**src/rtl/adsr_div_cell.sv**
```systemverilog
// ----------------------------------------------------------------------------
// adsr_div_cell
// One restoring-division cell: resolves one quotient bit and passes on.
// ----------------------------------------------------------------------------
module adsr_div_cell #(
	parameter int N_W    = 40,
	parameter int D_W    = 24,
	parameter int Q_W    = 16,
	parameter int SIDE_W = 8,
	parameter int BIT    = 0
) (
	input  logic              clk,
	input  logic              arst_n,
	input  logic              en,
	input  logic              in_valid,
	input  logic [N_W-1:0]    in_rem,
	input  logic [D_W-1:0]    in_den,
	input  logic [Q_W-1:0]    in_quo,
	input  logic [SIDE_W-1:0] in_side,
	output logic              out_valid,
	output logic [N_W-1:0]    out_rem,
	output logic [D_W-1:0]    out_den,
	output logic [Q_W-1:0]    out_quo,
	output logic [SIDE_W-1:0] out_side
);

	localparam int W = N_W + Q_W;

	logic [W-1:0] rem_x;
	logic [W-1:0] den_sh;
	logic [W-1:0] diff;
	logic         take;
	logic         valid_q;
	logic [N_W-1:0]    rem_q;
	logic [D_W-1:0]    den_q;
	logic [Q_W-1:0]    quo_q;
	logic [SIDE_W-1:0] side_q;

	assign rem_x  = {{Q_W{1'b0}}, in_rem};
	assign den_sh = {{(W-D_W){1'b0}}, in_den} << BIT;
	assign take   = rem_x >= den_sh;
	assign diff   = rem_x - den_sh;

	always_ff @(posedge clk or negedge arst_n) begin
		if (!arst_n) begin
			valid_q <= 1'b0;
		end else if (en) begin
			valid_q <= in_valid;
		end
	end

	always_ff @(posedge clk) begin
		if (en) begin
			rem_q  <= take ? diff[N_W-1:0] : in_rem;
			den_q  <= in_den;
			quo_q  <= in_quo | ({{(Q_W-1){1'b0}}, take} << BIT);
			side_q <= in_side;
		end
	end

	assign out_valid = valid_q;
	assign out_rem   = rem_q;
	assign out_den   = den_q;
	assign out_quo   = quo_q;
	assign out_side  = side_q;

endmodule

```
**src/rtl/adsr_divider.sv**
```systemverilog
// ----------------------------------------------------------------------------
// adsr_divider
// Chain of division cells, most significant quotient bit first.
// ----------------------------------------------------------------------------
module adsr_divider #(
	parameter int N_W    = 40,
	parameter int D_W    = 24,
	parameter int Q_W    = 16,
	parameter int SIDE_W = 8
) (
	input  logic              clk,
	input  logic              arst_n,
	input  logic              en,
	input  logic              in_valid,
	input  logic [N_W-1:0]    in_num,
	input  logic [D_W-1:0]    in_den,
	input  logic [SIDE_W-1:0] in_side,
	output logic              out_valid,
	output logic [Q_W-1:0]    out_quo,
	output logic [SIDE_W-1:0] out_side
);

	logic              v_c [Q_W+1];
	logic [N_W-1:0]    r_c [Q_W+1];
	logic [D_W-1:0]    d_c [Q_W+1];
	logic [Q_W-1:0]    q_c [Q_W+1];
	logic [SIDE_W-1:0] s_c [Q_W+1];

	assign v_c[0] = in_valid;
	assign r_c[0] = in_num;
	assign d_c[0] = in_den;
	assign q_c[0] = '0;
	assign s_c[0] = in_side;

	for (genvar i = 0; i < Q_W; i++) begin : g_cell
		adsr_div_cell #(
			.N_W(N_W), .D_W(D_W), .Q_W(Q_W), .SIDE_W(SIDE_W), .BIT(Q_W-1-i)
		) u_cell (
			.clk(clk), .arst_n(arst_n), .en(en),
			.in_valid(v_c[i]), .in_rem(r_c[i]), .in_den(d_c[i]),
			.in_quo(q_c[i]), .in_side(s_c[i]),
			.out_valid(v_c[i+1]), .out_rem(r_c[i+1]), .out_den(d_c[i+1]),
			.out_quo(q_c[i+1]), .out_side(s_c[i+1])
		);
	end

	assign out_valid = v_c[Q_W];
	assign out_quo   = q_c[Q_W];
	assign out_side  = s_c[Q_W];

endmodule

```
**config.mk**
```make
export PLATFORM = sky130hd
export DESIGN_NAME = adsr_divider
export DESIGN_NICKNAME = d
export VERILOG_FILES = /design/src/rtl/adsr_div_cell.sv /design/src/rtl/adsr_divider.sv
export SDC_FILE = /design/constraint.sdc
export NUM_CORES = 2
export LEC_CHECK = 0
export ABC_AREA = 1
export BUFFER_PORTS_ARGS = -buffer_cell sky130_fd_sc_hd__clkbuf_2
export CORE_UTILIZATION = 35
export DETAILED_ROUTE_END_ITERATION = 10
export GPL_ROUTABILITY_DRIVEN = 0
export PLACE_DENSITY = 0.5
export SLEW_MARGIN = 0
export SYNTH_ARGS = -nofsm -noshare
export SYNTH_HDL_FRONTEND = slang
export SYNTH_HIERARCHICAL = 1
export SYNTH_SLANG_ARGS = --single-unit
export TNS_END_PERCENT = 10
```
**constraint.sdc**
```tcl
create_clock -name clk -period 2.7 [get_ports clk]
set_input_delay 0.405 -clock clk [delete_from_list [all_inputs] [get_ports clk]]
set_output_delay 0.405 -clock clk [all_outputs]
set_load 0.01 [all_outputs]
```
==> After elaboration in Yosys (flattened, before gate mapping) <==
Index checks and enable logic that the tools add are counted.
{ "classes": {"bitwise_logic": 15, "eq_ne": 0, "add_sub_neg": 15, "n_reduce_logical": 0, "mux": 15, "order_cmp": 16, "shift": 0, "multipliers": 0, "div_mod_pow": 0} }
{ "op_table": {"columns": ["cell", "count"], "rows": [
  ["2-to-1 mux 40 bit", 15],
  [">= comparator 40 x 24 -> 1 bit", 1],
  [">= comparator 40 x 25 -> 1 bit", 1],
  [">= comparator 40 x 26 -> 1 bit", 1],
  [">= comparator 40 x 27 -> 1 bit", 1],
  [">= comparator 40 x 28 -> 1 bit", 1],
  [">= comparator 40 x 29 -> 1 bit", 1],
  [">= comparator 40 x 30 -> 1 bit", 1],
  [">= comparator 40 x 31 -> 1 bit", 1],
  [">= comparator 40 x 32 -> 1 bit", 1],
  [">= comparator 40 x 33 -> 1 bit", 1],
  [">= comparator 40 x 34 -> 1 bit", 1],
  [">= comparator 40 x 35 -> 1 bit", 1],
  [">= comparator 40 x 36 -> 1 bit", 1],
  [">= comparator 40 x 37 -> 1 bit", 1],
  [">= comparator 40 x 38 -> 1 bit", 1],
  [">= comparator 40 x 39 -> 1 bit", 1],
  ["subtractor 40 x 25 -> 40 bit", 1],
  ["subtractor 40 x 26 -> 40 bit", 1],
  ["subtractor 40 x 27 -> 40 bit", 1],
  ["subtractor 40 x 28 -> 40 bit", 1],
  ["subtractor 40 x 29 -> 40 bit", 1],
  ["subtractor 40 x 30 -> 40 bit", 1],
  ["subtractor 40 x 31 -> 40 bit", 1],
  ["23 further kinds", 23]
]} }
{ "totals": {"rom_bits": 0, "reg_bits": 1345, "inputBits": 76, "latchBits": 0, "memories": 0, "ramBits": 0, "wordCells": 139, "out_inout_bits": 25} }

==> Depth between registers and ports, before layout <==
{ "depth": {"depth_word": 2, "mapped_depth": 16, "mapped_depth_nobuf": 16} }

==> Cells and area by module <==
Netlist, hierarchy kept.
{ "by_module_without_submodules": {"columns": ["mod", "instances", "cells_each", "area_each_um2", "seq_area_each_um2"], "rows": [
  ["adsr_div_cell (g_cell[14].u_cell)", 1, 726, 5741.8, 2667.6],
  ["adsr_div_cell (g_cell[13].u_cell)", 1, 701, 5706.7, 2667.6],
  ["adsr_div_cell (g_cell[12].u_cell)", 1, 692, 5674.2, 2667.6],
  ["adsr_div_cell (g_cell[15].u_cell)", 1, 729, 5620.4, 2667.6],
  ["adsr_div_cell (g_cell[11].u_cell)", 1, 684, 5595.4, 2667.6],
  ["adsr_div_cell (g_cell[8].u_cell)", 1, 698, 5587.9, 2667.6],
  ["adsr_div_cell (g_cell[6].u_cell)", 1, 702, 5524.0, 2667.6],
  ["adsr_div_cell (g_cell[9].u_cell)", 1, 654, 5502.8, 2667.6],
  ["adsr_div_cell (g_cell[10].u_cell)", 1, 646, 5485.3, 2667.6],
  ["adsr_div_cell (g_cell[7].u_cell)", 1, 668, 5454.0, 2667.6],
  ["adsr_div_cell (g_cell[5].u_cell)", 1, 674, 5446.5, 2667.6],
  ["adsr_div_cell (g_cell[4].u_cell)", 1, 671, 5392.7, 2667.6],
  ["adsr_div_cell (g_cell[2].u_cell)", 1, 650, 5340.1, 2667.6],
  ["adsr_div_cell (g_cell[3].u_cell)", 1, 643, 5225.0, 2667.6],
  ["+3 rows", null, null, null, null]
]} }

==> Worst setup path before layout <==
OpenSTA, ideal clock, no wires.
{ "synth_timing": {"path_kind": "reg-to-reg", "startpoint": "register g_cell[12].u_cell.rem_q[2]", "endpoint": "register g_cell[13].u_cell.rem_q[5] (data pin)", "stages_incl_launch_ff": 16, "synth_period_minus_slack_ns": 2.327, "path_buffers": 1, "t_arrival_ns": 2.070, "t_required_ns": 2.443, "setup_time_ns": 0.257, "path_slack_ns": 0.373, "path_cell_list": "edfxtp_1 -> inv_1 -> ha_1 -> inv_1 -> fa_1 -> nand3_1 -> nand3_2 -> nand2_1 -> nand2_1 -> nand2_1 -> nand3_2 -> nand2_4 -> nand2_8 -> inv_6 -> buf_6 -> o21ai_2"} }
{ "synth_via": {"elab_chain_len": 2, "word_cells_on_any_way": 3, "classes_between": "add/sub: 1; order compare: 1; mux: 1"} }
{ "synth_lines": {"columns": ["element", "line_no", "text"], "rows": [
  ["from (decl)", "adsr_div_cell.sv:34", "logic [N_W-1:0] rem_q;"],
  ["from (signal assigned)", "adsr_div_cell.sv:54", "rem_q <= take ? diff[N_W-1:0] : in_rem;"],
  ["subtractor 40 x 26 -> 40 bit or >= comparator 40 x 26 -> 1 bit (tied branches)", "adsr_div_cell.sv:42, adsr_div_cell.sv:41", null],
  ["2-to-1 mux 40 bit *", "adsr_div_cell.sv:54", null],
  ["to (signal assigned)", "adsr_div_cell.sv:54", null],
  ["to (decl)", "adsr_div_cell.sv:34", null]
]} }
Every way passes the cells marked *; elsewhere a longest branch is shown, timed or not.
A chain may end at the register's enable or synchronous reset.

==> Worst setup path in the final report <==
{ "layout_timing": {"startpoint": "register g_cell[9].u_cell.den_q[8]", "endpoint": "register g_cell[10].u_cell.rem_q[6] (data pin)"} }
{ "layout_via": {"elab_chain_len": 2} }
{ "layout_lines": {"columns": ["element", "line_no", "text"], "rows": [
  ["from (decl)", "adsr_div_cell.sv:35", "logic [D_W-1:0] den_q;"],
  ["from (signal assigned)", "adsr_div_cell.sv:55", "den_q <= in_den;"],
  [">= comparator 40 x 29 -> 1 bit", "adsr_div_cell.sv:41", "assign take = rem_x >= den_sh;"],
  ["2-to-1 mux 40 bit", "adsr_div_cell.sv:54", null],
  ["to (signal assigned)", "adsr_div_cell.sv:54", null],
  ["to (decl)", "adsr_div_cell.sv:34", null]
]} }
No other way between the ends.

==> impl_metrics.tcl <==
set metrics [dict create \
    outcome "complete, but fails checks" \
    violations "DRC" \
    power.switching_fraction 0.4103 \
    busiest_layer "met2" \
    initial_core_utilization 0.3518 \
    grt_antenna_before_repair 4 \
    first_iter_violations 5372 \
    critical_path.cell_chain "inv_1 -> ha_1 -> buf_4 -> nand2_1 -> nand2_1 -> a21oi_1 -> nand3_2 -> nand2_2 -> nand3_4 -> buf_4 -> nand2_1 -> nand2_1" \
    share_of_post_route_cells_with_drive_strength_above_1 0.1174 \
    worst-endpoint-required_ns 3.21 \
    unrepaired_setup_endpoints_after_global_routing "true" \
    htree_levels 4 \
    synth.avg_cell_area_um2 8.182 \
    p_total_uw 93070 \
    wl_per_cell_um 18.07 \
    ctsLongestPathBuffers 3 \
    post_cts_buffers 0 \
    placeableCoreArea_um2 237900 \
    clk_latency_ns 0.80 \
    nets 11310 \
    placement.io_buffers 100 \
    routed_wire_length_um 255300 \
    ios 101 \
    cts_tree "yes" \
    grt_overflow 0 \
    finalSetupTns_ns 0 \
    global_route.usage.met1 0.2717 \
    fmaxAchievable_ghz 0.3802 \
    global_route.usage.met3 0.02377 \
    final_design_area_no_fill_um2 96380 \
    flow.area_growth_from_synthesis_pct 15.19 \
    detail_route.drc_violations 4 \
    core.rowCount 179 \
    clock_pin_slew_on_the_worst_setup_and_hold_paths_ns 0.05 \
    place_area_um2 90410 \
    design.die.area_um2 241000 \
    setup_viol_count_final 0 \
    switching_power_uw 38190 \
    worst_slew_pin_slew_ns 0.7769 \
    grt_pass1_vias 64010 \
    power_frac_clock 0.228 \
    drt_pass1_iterations 9 \
    vias_per_cell 4.698 \
    grt_start_max_net_pins 87 \
    grtUsageTotal 0.2095 \
    crit_fanout 14 \
    startpoint_type "flip-flop" \
    utilization 0.4052 \
    yosysWarnings 6 \
    slowest_stage "sky130_fd_sc_hd__edfxtp_1" \
    end_kind "flip-flop" \
    grt_first_pass_wirelength_um 385500 \
    post_route_fraction_of_the_period_consumed_by_the_critical_path 0.9740 \
    worst-setup-path-type "reg2reg" \
    detail-route-antenna-nets 0 \
    cpMostUsedCell "sky130_fd_sc_hd__nand2_1" \
    timing.max_cap.violations 0 \
    power_per_cell_area_nw_per_um2 965.6 \
    internal-power_uw 54880 \
    use_met2 0.3604 \
    clock_tree.root_cell "sky130_fd_sc_hd__clkbuf_16" \
    hold_viol 0 \
    power.ir.vdd_worst_mv 0.5354 \
    chipHeight_um 490.9 \
    dr_total_vias 66390 \
    detailed_placement_hpwl_um 208500 \
    clock_skew_ns 0.02768 \
    syn-instance-count 10230 \
    clkSinkCount 1360 \
    fin_crit_ns 2.630 \
    static-leakage-power_uw 0.04614 \
    fin_max_slew_vios 0 \
    cpPeakStageDelay_ns 0.53 \
    slew-limit-headroom 0.4809 \
    power.combinational.fraction 0.424 \
    tritoncts.num_buffers 162 \
    p_seq_frac 0.348 \
    synthesis.area_um2 83670 \
    min-delay-path-class "in2reg" \
    die_w_um 490.9 \
    critical_path_arrival_ns 3.14 \
]
==> repair_timing <==
action,CTS,global route
hold endpoints to repair,85,0
hold buffers,70,0
resized for setup,0,26
endpoints found under the setup margin,0,89
==> power by group through the flow <==
stage	combinational, uW	sequential (uW)	clock (uW)
floorplan	27000	30500	0
global placement	38700	32800	0
detailed placement	38900	32800	0
CTS	39200	32400	21900
global route	44100	32600	22700
finish	39500	32400	21200
==> final cells by class <==
type                       instances  area [um^2]
timing repair buffer             506         4327
fill                           24150       141500
clock inverter                    96        824.5
antenna                            3        7.507
sequential                      1360        40760
inverter                        2087         7886
tap                             3167         3963
multi-input combinational       6712        34270
clock buffer                     200         4345
==> worst paths after layout <==
| kind | slack, ns | to | depth (start not counted) | start |
|---|---|---|---|---|
| max | 0.07 | g_cell[10].u_cell/out_rem[6] | 12 | g_cell[9].u_cell/out_den[8] |
| min | 0.06 | g_cell[0].u_cell/out_rem[33] | 3 | in_num[33] |
| max reg2reg | 0.07 | g_cell[10].u_cell/out_rem[6] | 12 | g_cell[9].u_cell/out_den[8] |
| min reg2reg | 0.40 | g_cell[13].u_cell/out_quo[12] | 0 | g_cell[12].u_cell/out_quo[12] |
| max in group asynchronous | 2.34 | g_cell[3].u_cell/out_valid | 2 | arst_n |
| min in group asynchronous | 0.08 | g_cell[12].u_cell/out_valid | 2 | arst_n |
==> per-stage QoR <==
step / instances / worst slack (ns) / hold WS [ns]
after floorplan: 10240 / 0.3732 / 0.1094
after global routing: 14130 / -0.04328 / 0.04563
final: 14130 / 0.07011 / 0.05871
after detailed placement: 13760 / -0.2057 / 0.3463
after global placement: 13760 / -0.2084 / 0.3345
after CTS: 14130 / 0.005318 / 0.003650
==> worst max-delay path: cells and delay by family (launching register included) <==
family	cells	cell delay, ns
fa+ha+maj	1	0.34
compound gates	1	0.23
flops	1	0.53
simple gates	7	0.75
buf+inv	3	0.48
==> cell usage in the layout, fill, tap and decap left out, types with 101 or more instances in the layout <==
| master | instances |
|---|---|
| sky130_fd_sc_hd__a21oi_1 | 228 |
| sky130_fd_sc_hd__buf_4 | 289 |
| sky130_fd_sc_hd__clkbuf_16 | 169 |
| sky130_fd_sc_hd__edfxtp_1 | 1344 |
| sky130_fd_sc_hd__ha_1 | 381 |
| sky130_fd_sc_hd__inv_1 | 2025 |
| sky130_fd_sc_hd__nand2_1 | 3711 |
| sky130_fd_sc_hd__nand2_2 | 179 |
| sky130_fd_sc_hd__nand3_1 | 467 |
| sky130_fd_sc_hd__nand4_1 | 149 |
| sky130_fd_sc_hd__nor2_1 | 687 |
| sky130_fd_sc_hd__o21ai_2 | 114 |
| sky130_fd_sc_hd__xnor2_1 | 101 |
| sky130_fd_sc_hd__xor2_1 | 123 |
==> flip-flops by register name, summed over array words and instances (netlist names) <==
signal and flops:
g_cell.u_cell/out_den 360, g_cell.u_cell/out_rem 600, g_cell.u_cell/out_quo 256, g_cell.u_cell/out_valid 16, g_cell.u_cell/out_side 128
==> routing by layer <==
metal  share of wire  vias up
li1                -    33350
met1            0.44    30830
met2            0.48     1840
met3           0.048      375
met4           0.035        0
met5               0        -
Power figures use the tool's default switching activity.
